$ cat config.mk
export PLATFORM = sky130hd
export DESIGN_NAME = at_response_ack_tracker
export DESIGN_NICKNAME = d
export VERILOG_FILES = /design/src/hdl/arat_pkg.sv /design/src/hdl/arat_line_match.sv /design/src/hdl/arat_tracker_core.sv /design/src/hdl/at_response_ack_tracker.sv
export SDC_FILE = /design/constraint.sdc
export NUM_CORES = 1
export LEC_CHECK = 0
export BUFFER_PORTS_ARGS = -buffer_cell sky130_fd_sc_hd__buf_2
export CAP_MARGIN = 20
export CORE_MARGIN = 3
export CORE_UTILIZATION = 60
export DETAILED_ROUTE_END_ITERATION = 6
export GPL_TIMING_DRIVEN = 0
export PLACE_DENSITY = 0.8
export SYNTH_ARGS = -nofsm -noshare
export SYNTH_HDL_FRONTEND = slang
export SYNTH_HIERARCHICAL = 1
export SYNTH_SLANG_ARGS = --single-unit
$ cat constraint.sdc
create_clock -name clk_i -period 4.45 [get_ports clk_i]
set_input_delay 1.335 -clock clk_i [delete_from_list [all_inputs] [get_ports clk_i]]
set_output_delay 1.335 -clock clk_i [all_outputs]
set_load 0.1 [all_outputs]
$ cat src/hdl/arat_pkg.sv
// Shared types and constants for the AT response acknowledge tracker.
// No dependencies; used by every module in hdl/.

package arat_pkg;

  localparam int unsigned LINE_CAP   = 256;
  localparam int unsigned RESP_CAP   = 1024;
  localparam int unsigned LINE_W     = $clog2(LINE_CAP);
  localparam int unsigned RESP_W     = $clog2(RESP_CAP);
  localparam int unsigned HIST_DEPTH = 10;
  localparam int unsigned NUM_PAT    = 4;
  localparam int unsigned POLL_W     = 12;
  localparam int unsigned ADDR_W     = 10;

  localparam logic [7:0] CHAR_LF = 8'h0A;

  typedef enum logic [1:0] {
    KIND_BYTE  = 2'd0,
    KIND_START = 2'd1,
    KIND_POLL  = 2'd2
  } kind_e;

  typedef enum logic [2:0] {
    ACK_NONE  = 3'd0,
    ACK_OK    = 3'd1,
    ACK_ERROR = 3'd2,
    ACK_BUSY  = 3'd3,
    ACK_READY = 3'd4
  } ack_e;

  typedef enum logic [1:0] {
    ST_PENDING = 2'd0,
    ST_SUCCESS = 2'd1,
    ST_ERROR   = 2'd2,
    ST_TIMEOUT = 2'd3
  } status_e;

  // Line history, index 0 is the newest byte.
  typedef logic [HIST_DEPTH-1:0][7:0] hist_t;

  // Bytes that precede the final LF of each acknowledge, newest first.
  typedef logic [7:0] tail_t [HIST_DEPTH];

  localparam tail_t PAT_TAIL [NUM_PAT] = '{
    '{8'h0D, 8'h4B, 8'h4F, 8'h00, 8'h00, 8'h00, 8'h00, 8'h00, 8'h00, 8'h00},
    '{8'h0D, 8'h52, 8'h4F, 8'h52, 8'h52, 8'h45, 8'h00, 8'h00, 8'h00, 8'h00},
    '{8'h0D, 8'h2E, 8'h2E, 8'h2E, 8'h70, 8'h20, 8'h79, 8'h73, 8'h75, 8'h62},
    '{8'h0D, 8'h79, 8'h64, 8'h61, 8'h65, 8'h72, 8'h00, 8'h00, 8'h00, 8'h00}
  };

  localparam int unsigned PAT_LEN [NUM_PAT] = '{3, 6, 10, 6};

  typedef struct packed {
    logic [1:0]        kind;
    logic [7:0]        rx_byte;
    logic [POLL_W-1:0] timeout_polls;
  } item_t;

  typedef struct packed {
    logic              store_enable;
    logic [ADDR_W-1:0] store_address;
    ack_e              line_ack;
    status_e           command_status;
    logic              resend_request;
    logic [ADDR_W-1:0] response_length;
  } res_t;

endpackage

$ cat src/hdl/arat_line_match.sv
// Suffix compare of the line history against the four acknowledge tails.
// Depends on arat_pkg.

module arat_line_match (
  input  arat_pkg::hist_t hist_i,
  output arat_pkg::ack_e  ack_o
);

  logic [arat_pkg::NUM_PAT-1:0] hit;

  always_comb begin
    for (int p = 0; p < arat_pkg::NUM_PAT; p++) begin
      hit[p] = 1'b1;
      for (int k = 0; k < arat_pkg::HIST_DEPTH; k++) begin
        if ((k < arat_pkg::PAT_LEN[p]) && (hist_i[k] != arat_pkg::PAT_TAIL[p][k])) begin
          hit[p] = 1'b0;
        end
      end
    end
  end

  // first match wins
  always_comb begin
    priority if (hit[0]) begin
      ack_o = arat_pkg::ACK_OK;
    end else if (hit[1]) begin
      ack_o = arat_pkg::ACK_ERROR;
    end else if (hit[2]) begin
      ack_o = arat_pkg::ACK_BUSY;
    end else if (hit[3]) begin
      ack_o = arat_pkg::ACK_READY;
    end else begin
      ack_o = arat_pkg::ACK_NONE;
    end
  end

endmodule

$ cat src/hdl/arat_tracker_core.sv
// Tracker state and per-word update: line history, counters, wait logic.
// Depends on arat_pkg and arat_line_match.

module arat_tracker_core (
  input  logic             clk_i,
  input  logic             rst_ni,
  input  logic             exec_i,
  input  arat_pkg::item_t  item_i,
  output arat_pkg::res_t   res_o
);

  arat_pkg::hist_t                     hist_q, hist_d;
  logic [arat_pkg::LINE_W-1:0]         line_cnt_q, line_cnt_d;
  logic [arat_pkg::RESP_W-1:0]         resp_cnt_q, resp_cnt_d;
  arat_pkg::ack_e                      ack_kind_q, ack_kind_d;
  logic                                ack_seen_q, ack_seen_d;
  logic                                waiting_q, waiting_d;
  logic [arat_pkg::POLL_W-1:0]         elapsed_q, elapsed_d;
  logic [arat_pkg::POLL_W-1:0]         limit_q, limit_d;

  arat_pkg::ack_e                      match_ack;
  logic                                held;
  logic [arat_pkg::POLL_W-1:0]         elapsed_inc;

  arat_line_match u_match (
    .hist_i (hist_q),
    .ack_o  (match_ack)
  );

  assign held        = line_cnt_q < arat_pkg::LINE_W'(arat_pkg::LINE_CAP - 1);
  assign elapsed_inc = elapsed_q + arat_pkg::POLL_W'(1);

  always_comb begin
    hist_d     = hist_q;
    line_cnt_d = line_cnt_q;
    resp_cnt_d = resp_cnt_q;
    ack_kind_d = ack_kind_q;
    ack_seen_d = ack_seen_q;
    waiting_d  = waiting_q;
    elapsed_d  = elapsed_q;
    limit_d    = limit_q;

    res_o                 = '0;
    res_o.line_ack        = arat_pkg::ACK_NONE;
    res_o.command_status  = arat_pkg::ST_PENDING;

    unique case (item_i.kind)
      arat_pkg::KIND_BYTE: begin
        if (held) begin
          line_cnt_d = line_cnt_q + arat_pkg::LINE_W'(1);
        end
        if (resp_cnt_q < arat_pkg::RESP_W'(arat_pkg::RESP_CAP - 1)) begin
          res_o.store_enable  = 1'b1;
          res_o.store_address = arat_pkg::ADDR_W'(resp_cnt_q);
          resp_cnt_d          = resp_cnt_q + arat_pkg::RESP_W'(1);
        end
        if (item_i.rx_byte == arat_pkg::CHAR_LF) begin
          if (held) begin
            res_o.line_ack = match_ack;
          end
          if (held && (match_ack != arat_pkg::ACK_NONE)) begin
            ack_kind_d = match_ack;
            ack_seen_d = 1'b1;
          end
          hist_d     = '0;
          line_cnt_d = '0;
        end else if (held) begin
          hist_d = {hist_q[arat_pkg::HIST_DEPTH-2:0], item_i.rx_byte};
        end
      end
      arat_pkg::KIND_START: begin
        ack_kind_d = arat_pkg::ACK_NONE;
        resp_cnt_d = '0;
        elapsed_d  = '0;
        limit_d    = item_i.timeout_polls;
        if (item_i.timeout_polls == '0) begin
          waiting_d            = 1'b0;
          res_o.command_status = arat_pkg::ST_TIMEOUT;
        end else begin
          waiting_d = 1'b1;
        end
      end
      arat_pkg::KIND_POLL: begin
        if (waiting_q) begin
          elapsed_d = elapsed_inc;
          if (elapsed_inc >= limit_q) begin
            res_o.command_status = arat_pkg::ST_TIMEOUT;
            waiting_d            = 1'b0;
          end else if (ack_seen_q) begin
            if ((ack_kind_q == arat_pkg::ACK_OK) || (ack_kind_q == arat_pkg::ACK_READY)) begin
              res_o.command_status = arat_pkg::ST_SUCCESS;
              waiting_d            = 1'b0;
            end else if (ack_kind_q == arat_pkg::ACK_ERROR) begin
              res_o.command_status = arat_pkg::ST_ERROR;
              waiting_d            = 1'b0;
            end else if (ack_kind_q == arat_pkg::ACK_BUSY) begin
              ack_seen_d           = 1'b0;
              res_o.resend_request = 1'b1;
            end
          end
        end
      end
      default: begin
      end
    endcase

    res_o.response_length = arat_pkg::ADDR_W'(resp_cnt_d);
  end

  always_ff @(posedge clk_i or negedge rst_ni) begin
    if (!rst_ni) begin
      hist_q     <= '0;
      line_cnt_q <= '0;
      resp_cnt_q <= '0;
      ack_kind_q <= arat_pkg::ACK_NONE;
      ack_seen_q <= 1'b0;
      waiting_q  <= 1'b0;
      elapsed_q  <= '0;
      limit_q    <= '0;
    end else if (exec_i) begin
      hist_q     <= hist_d;
      line_cnt_q <= line_cnt_d;
      resp_cnt_q <= resp_cnt_d;
      ack_kind_q <= ack_kind_d;
      ack_seen_q <= ack_seen_d;
      waiting_q  <= waiting_d;
      elapsed_q  <= elapsed_d;
      limit_q    <= limit_d;
    end
  end

endmodule

$ cat src/hdl/at_response_ack_tracker.sv
// Top level of the AT response acknowledge tracker: input register, tracker
// core, result register. Depends on arat_pkg and arat_tracker_core.
//
//   channel | direction | handshake               | word
//   in      | sink      | in_valid_i / in_stall_o | kind, rx_byte, timeout_polls
//   out     | source    | out_valid_o / out_stall_i | one result per input word
//
// One word per cycle sustained while the output is not stalled.
// The core updates its state as a word moves from the input register to the
// result register, so each word sees the state left by the one before.
// Reset clears all tracker state and both valid flags.
// A stalled output holds the result register; the input register keeps
// taking a word while the result register is free or being drained.

module at_response_ack_tracker (
  input  logic        clk_i,
  input  logic        rst_ni,
  input  logic        in_valid_i,
  output logic        in_stall_o,
  input  logic [1:0]  kind_i,
  input  logic [7:0]  rx_byte_i,
  input  logic [11:0] timeout_polls_i,
  output logic        out_valid_o,
  input  logic        out_stall_i,
  output logic        store_enable_o,
  output logic [9:0]  store_address_o,
  output logic [2:0]  line_ack_o,
  output logic [1:0]  command_status_o,
  output logic        resend_request_o,
  output logic [9:0]  response_length_o
);

  logic            s1_valid_q, s1_valid_d;
  arat_pkg::item_t s1_item_q;
  logic            out_valid_q, out_valid_d;
  arat_pkg::res_t  out_res_q;
  arat_pkg::res_t  core_res;
  logic            adv;
  logic            in_acc;

  assign adv        = s1_valid_q && (!out_valid_q || !out_stall_i);
  assign in_stall_o = s1_valid_q && !adv;
  assign in_acc     = in_valid_i && !in_stall_o;

  assign s1_valid_d  = in_acc || (s1_valid_q && !adv);
  assign out_valid_d = adv || (out_valid_q && out_stall_i);

  arat_tracker_core u_core (
    .clk_i  (clk_i),
    .rst_ni (rst_ni),
    .exec_i (adv),
    .item_i (s1_item_q),
    .res_o  (core_res)
  );

  always_ff @(posedge clk_i or negedge rst_ni) begin
    if (!rst_ni) begin
      s1_valid_q  <= 1'b0;
      out_valid_q <= 1'b0;
    end else begin
      s1_valid_q  <= s1_valid_d;
      out_valid_q <= out_valid_d;
    end
  end

  always_ff @(posedge clk_i) begin
    if (in_acc) begin
      s1_item_q <= '{kind: kind_i, rx_byte: rx_byte_i, timeout_polls: timeout_polls_i};
    end
    if (adv) begin
      out_res_q <= core_res;
    end
  end

  assign out_valid_o       = out_valid_q;
  assign store_enable_o    = out_res_q.store_enable;
  assign store_address_o   = out_res_q.store_address;
  assign line_ack_o        = out_res_q.line_ack;
  assign command_status_o  = out_res_q.command_status;
  assign resend_request_o  = out_res_q.resend_request;
  assign response_length_o = out_res_q.response_length;

`ifndef SYNTHESIS
  a_resend_on_poll : assert property (@(posedge clk_i) disable iff (!rst_ni)
    adv && core_res.resend_request |-> s1_item_q.kind == arat_pkg::KIND_POLL)
    else $error("resend raised by a non-poll word");

  a_ack_on_lf : assert property (@(posedge clk_i) disable iff (!rst_ni)
    adv && (core_res.line_ack != arat_pkg::ACK_NONE) |->
      (s1_item_q.kind == arat_pkg::KIND_BYTE) && (s1_item_q.rx_byte == arat_pkg::CHAR_LF))
    else $error("line ack without line end");

  a_addr_zero : assert property (@(posedge clk_i) disable iff (!rst_ni)
    out_valid_o && !store_enable_o |-> store_address_o == '0)
    else $error("store address set without store enable");

  a_result_held : assert property (@(posedge clk_i) disable iff (!rst_ni)
    out_valid_q && out_stall_i |=> out_valid_q && $stable(out_res_q))
    else $error("result register changed under stall");
`endif

endmodule
* Word level (Yosys, flattened, before mapping)
Cells that the tools add are included.
** Operators by class
- Muxes and demuxes :: 65
- Shift operators :: 0
- Multipliers :: 0
- Reductions and logical operators :: 29
- $lt $le $gt $ge :: 3
- Bitwise operators :: 3
- Add/sub/neg operators :: 3
- Equality and inequality tests :: 32
- Divide/modulo/power cells :: 0
** Operators with widths (count)
- $mux W80 :: 2
- $ne A8 B7 Y1 const B :: 16
- $mux W1 :: 40
- $ne A8 B6 Y1 const B :: 4
- $mux W3 :: 8
- $pmux W12 S2 :: 1
- $pmux W10 S2 :: 1
- $mux W8 :: 2
- $add A12 B1 Y12 const B :: 1
- $ge A12 B12 Y1 :: 1
- $logic_not A12 Y1 :: 1
- $mux W12 :: 1
- $mux W11 :: 1
- $add A10 B1 Y10 const B :: 1
- $lt A10 B10 Y1 const B :: 1
- $mux W10 :: 1
- $reduce_and A3 Y1 :: 3
- $add A8 B1 Y8 const B :: 1
- $eq A8 B4 Y1 const B :: 1
- $lt A8 B8 Y1 const B :: 1
- $mux W2 :: 4
- $ne A8 B4 Y1 const B :: 1
- $reduce_bool A2 Y1 :: 4
- $eq A3 B2 Y1 const B :: 2
- other kinds (19) :: 36
** Storage, ports and cells
- ROM bits :: 0
- Bits in registers :: 178
- Bits of input ports :: 26
- Output and inout port bits :: 29
- Bits in writable memories :: 0
- Memories :: 0
- Bits in latches :: 0
- Logic and storage cells :: 163

* Depth between registers and ports, before layout
- Depth after elaboration :: 19
- Gate-level depth with buffers :: 11
- Gate-level depth less buffers :: 11

* By module
Netlist, hierarchy kept.
** By module, submodules not included
- arat_tracker_core :: area an instance 6180.9 µm², cells an instance 613, seq. area each 3178.0 µm², times used 1
- at_response_ack_tracker :: area an instance 1564.0 µm², cells an instance 57, seq. area each 1521.5 µm², times used 1
- arat_line_match :: area an instance 400.4 µm², cells an instance 53, seq. area each 0.0 µm², times used 1

* Worst setup path before layout
No wires, ideal clock.
- Kind :: input port to flip-flop
- From :: input out_stall_i
- To :: register u_core/line_cnt_q[1] (netlist name)
- Required time :: 4.385 ns
- Path buffers :: 2
- Data arrival time :: 4.730 ns
- Cell stages on the path :: 7
- Slack :: -0.346 ns
- Cells stage by stage :: a21boi_0 > nand2_1 > clkbuf_1 > a21o_1 > nor2_1 > clkbuf_1 > a22o_1
** On the way
- Longest elaborated chain between the ends :: 4
** Ends and longest elaborated chain
- from (decl) :: line at_response_ack_tracker.sv:24 : input logic out_stall_i,
- $logic_not A1 Y1 :: line at_response_ack_tracker.sv:41 : assign adv = s1_valid_q && (!out_valid_q || !out_stall_i);
- $logic_or A1 B1 Y1 :: line at_response_ack_tracker.sv:41
- $logic_and A1 B1 Y1 :: line at_response_ack_tracker.sv:41
- $reduce_and A3 Y1 (no source line)
- to (signal assigned) :: line arat_tracker_core.sv:122 : line_cnt_q <= line_cnt_d;
- to (decl) :: line arat_tracker_core.sv:13 : logic [arat_pkg::LINE_W-1:0] line_cnt_q, line_cnt_d;
Every way passes these cells.
A chain may end at the register's enable or synchronous reset.

* Worst setup path in the final report
- From :: input out_stall_i
- To :: register u_core/hist_q[39] (netlist name)
** On the way
- Longest elaborated chain between the ends :: 4
** Ends and longest elaborated chain
- $logic_not A1 Y1 :: line at_response_ack_tracker.sv:41
- $logic_or A1 B1 Y1 :: line at_response_ack_tracker.sv:41
- $logic_and A1 B1 Y1 :: line at_response_ack_tracker.sv:41
- net adv :: line at_response_ack_tracker.sv:38 : logic adv;
- $reduce_and A3 Y1 (no source line)
- to (signal assigned) :: line arat_tracker_core.sv:121 : hist_q <= hist_d;
- to (decl) :: line arat_tracker_core.sv:12 : arat_pkg::hist_t hist_q, hist_d;
The timed path passes the listed nets, and every way through them passes these cells.

==> results.toml <==
[synthesis]
ys_warn_count = 6
ys_async_rst_share_pct = 72.5
synth.yosys.seq_area_share_pct = 57.7
synth.most_common_cell = "sky130_fd_sc_hd__dfrtp_1"
synth_largest_type_area_fraction_pct = 39.6
synth_cell_types = 62
synthesis.area_mm2 = 0.00815
synth.largest_area_cell = "sky130_fd_sc_hd__dfrtp_1"
syn-num-nets = 768
synth_enable_flop_cells = 49
synth.ff_latch_count = 178
syn_inst = 723
synth.avg_cell_area_um2 = 11.3
synth.cells.most_frequent = "sky130_fd_sc_hd__dfrtp_1, sky130_fd_sc_hd__nand2_1, sky130_fd_sc_hd__a22o_1"
yosys_most_used_dff = "sky130_fd_sc_hd__dfrtp_1"
synthTopCellsByArea = "sky130_fd_sc_hd__dfrtp_1, sky130_fd_sc_hd__edfxtp_1, sky130_fd_sc_hd__a22o_1"

[clock_network]
post_cts_resized = 0
cts.path.max_buffers = 2
path_clk_slew_ps = 70
cts_setup_buffers = 0
clk-insertion-delay-late_ps = 430
cts_sinks = 178
cts_tree = "yes"
cts_hold_repair.buffers = 0
cts_htree_levels = 4
tritoncts.num_buffers = 17
cts_root_buf = "sky130_fd_sc_hd__clkbuf_16"

[cells_and_area]
layoutNonFillerInstCount = 982
layout-area-overhead-vs-synth_pct = 13.5
post_route_cells_drive_above_1_share_pct = 14.9
num-nets-final = 842
n_fill_cell = 949
antenna-diode-count = 0

[critical_path]
cp_cell_sequence = "buf_2 > a21boi_4 > nand2_1 > clkbuf_1 > a21o_1 > nor2_1 > clkbuf_1 > a22o_1"
timing.critical_path.from_type = "primary input"
setup.worst_path.end_class = "flop"
critPathBufInv = 3
cp_required_ps = 4820
critPathKind = "in -> reg"
critical-path-top-cell-by-count = "sky130_fd_sc_hd__clkbuf_1"
critPathMaxFanout = 30
slowest_delay_ps = 760
critPathTopFamily = "compound AO/OA/AOI/OAI gates"
slowest_stage_cell_on_the_critical_path = "sky130_fd_sc_hd__a21boi_4"
arrival_ps = 3940

[floorplanning]
io_pins = 55
core.rowCount = 41
horizontal_die_dimension_um = 123
starting_density_of_the_core_pct = 63.0
floorplan.die_area_mm2 = 0.0150
die_y_um = 123
core_area_mm2 = 0.0129

[run_status]
run_status = "finished clean"

[pwr]
cellPowerDensity_mw_per_mm2 = 482
post-layout-total-power_uw = 4450
power.ir.vdd_worst_uv = 371
p_leak_uw = 0.00410

[routing]
detail_route.first_pass.iterations = 5
wl_per_cell_um = 18.0
drtAntennaViolNets = 0
detailed_route_vias_per_instance = 6.19
dr.first_iter.drc_count = 585
drcViolationCount = 0
drt_wl_total_um = 17700
vias = 6080

[sta]
rsz0062_at_grt = "false"
hold_viol = 0
max_clock_freq_mhz = 280
finalCriticalPeriod_ps = 3570
endpoints_failing_setup = 0
final_min_period_over_clock_period_pct = 80.3
max_slew_margin_pct = 34.7
setup-tns-final_ps = 0
fin_worst_skew_ps = 7.54
final.hold.worst_slack_ps = 493
max_slew.worst_pin.slew_ps = 978
final-max-slew-violation-count = 0

[global_routing]
antenna_found_initial = 0
global_route_wire_length_before_repair_um = 29300
grt_remaining_overflow = 0
grt_start_max_net_pins = 84
track_usage_pct = 25.2
first_global_vias = 5874

[worst_hold_path]
worstHoldPathType = "reg -> reg"

[placement]
dp_cells = 950
dp_hpwl_um = 12200
globalplace.congestion = 0.904
port_buffers = 54

[run]
timing.max_cap.violations = 0
through the flow:
stage | area (um^2) | setup WS, ps | utilization [%]
2_1_floorplan | 8150 | 476 | -
3_3_place_gp | 8630 | -739 | 66.8
3_5_place_dp | 8680 | 460 | 67.1
4_1_cts | 9240 | 879 | 71.5
5_1_grt | 9240 | 611 | 71.5
6_report | 9240 | 879 | 71.5
registers in the layout, summed over array words and instances, names as in the netlist, 2 cells and up:
register           count
store_address_o       10
u_core/elapsed_q      12
command_status_o       2
u_core/hist_q         80
u_core/limit_q        12
response_length_o     10
u_core/line_cnt_q      8
line_ack_o             3
u_core/resp_cnt_q     10
s1_item_q             22
u_core/ack_kind_q      3
power breakdown:
group / internal (uW) / leakage, uW / switching (uW)
Combinational: 305 / 0.00164 / 479
Clock: 803 / 0.000282 / 610
Sequential: 1970 / 0.00218 / 289
final cells by class:
type | instances | area, um^2 | share of cell area (%)
Inverter | 24 | 90.1 | 0.975
Multi-Input combinational cell | 483 | 3200 | 34.6
Buffer | 38 | 168 | 1.81
Clock inverter | 11 | 105 | 1.14
Clock buffer | 21 | 460 | 4.98
Sequential cell | 178 | 4700 | 50.9
Timing Repair Buffer | 55 | 304 | 3.29
Tap cell | 172 | 215 | 2.33
logic make-up after synthesis:
logic type / Yosys count / synth area share [%]
AND/OR/NAND/NOR: 254 / 16.7
flip-flops: 178 / 57.7
AO/OA/AOI/OAI: 169 / 14.5
buffers and inverters: 62 / 3.16
multiplexers: 24 / 3.29
adder cells (fa/ha/maj): 19 / 2.92
XOR/XNOR: 17 / 1.83
cells in the final DEF (no fill, tap or decap), types with 19 or more instances in the layout:
master                     synthesis  layout
sky130_fd_sc_hd__o21ai_1          20      20
sky130_fd_sc_hd__nand3_1          19      19
sky130_fd_sc_hd__inv_1            24      24
sky130_fd_sc_hd__clkbuf_1         19      21
sky130_fd_sc_hd__buf_2            14      67
sky130_fd_sc_hd__a21oi_1          38      38
sky130_fd_sc_hd__nand2_1          98      98
sky130_fd_sc_hd__edfxtp_1         49      49
sky130_fd_sc_hd__dfrtp_1         129     129
sky130_fd_sc_hd__a22o_1           55      55
sky130_fd_sc_hd__ha_1             19      19
sky130_fd_sc_hd__nor2_1           35      35
final timing paths:
kind / start / endpoint / slack [ps] / depth (start not counted)
hold reg to reg: s1_item_q[12] / u_core/hist_q[0] / 490 / 1
max in group asynchronous: rst_ni / u_core/hist_q[1] / 2870 / 2
hold / removal: s1_item_q[12] / u_core/hist_q[0] / 490 / 1
setup reg to reg: u_core/elapsed_q[0] / command_status_o[1] / 1190 / 10
min in group asynchronous: rst_ni / u_core/resp_cnt_q[4] / 830 / 1
setup / recovery: out_stall_i / u_core/hist_q[39] / 880 / 8
per-layer routing:
layer / up-vias / routed length (um) / GRT usage, %
met5: - / 0 / 0
met4: 0 / 359 / 9.31
met3: 34 / 1280 / 6.36
li1: 2804 / - / -
met1: 2988 / 7810 / 34.9
met2: 254 / 8200 / 38.9
(Power assumes the default switching activity.)
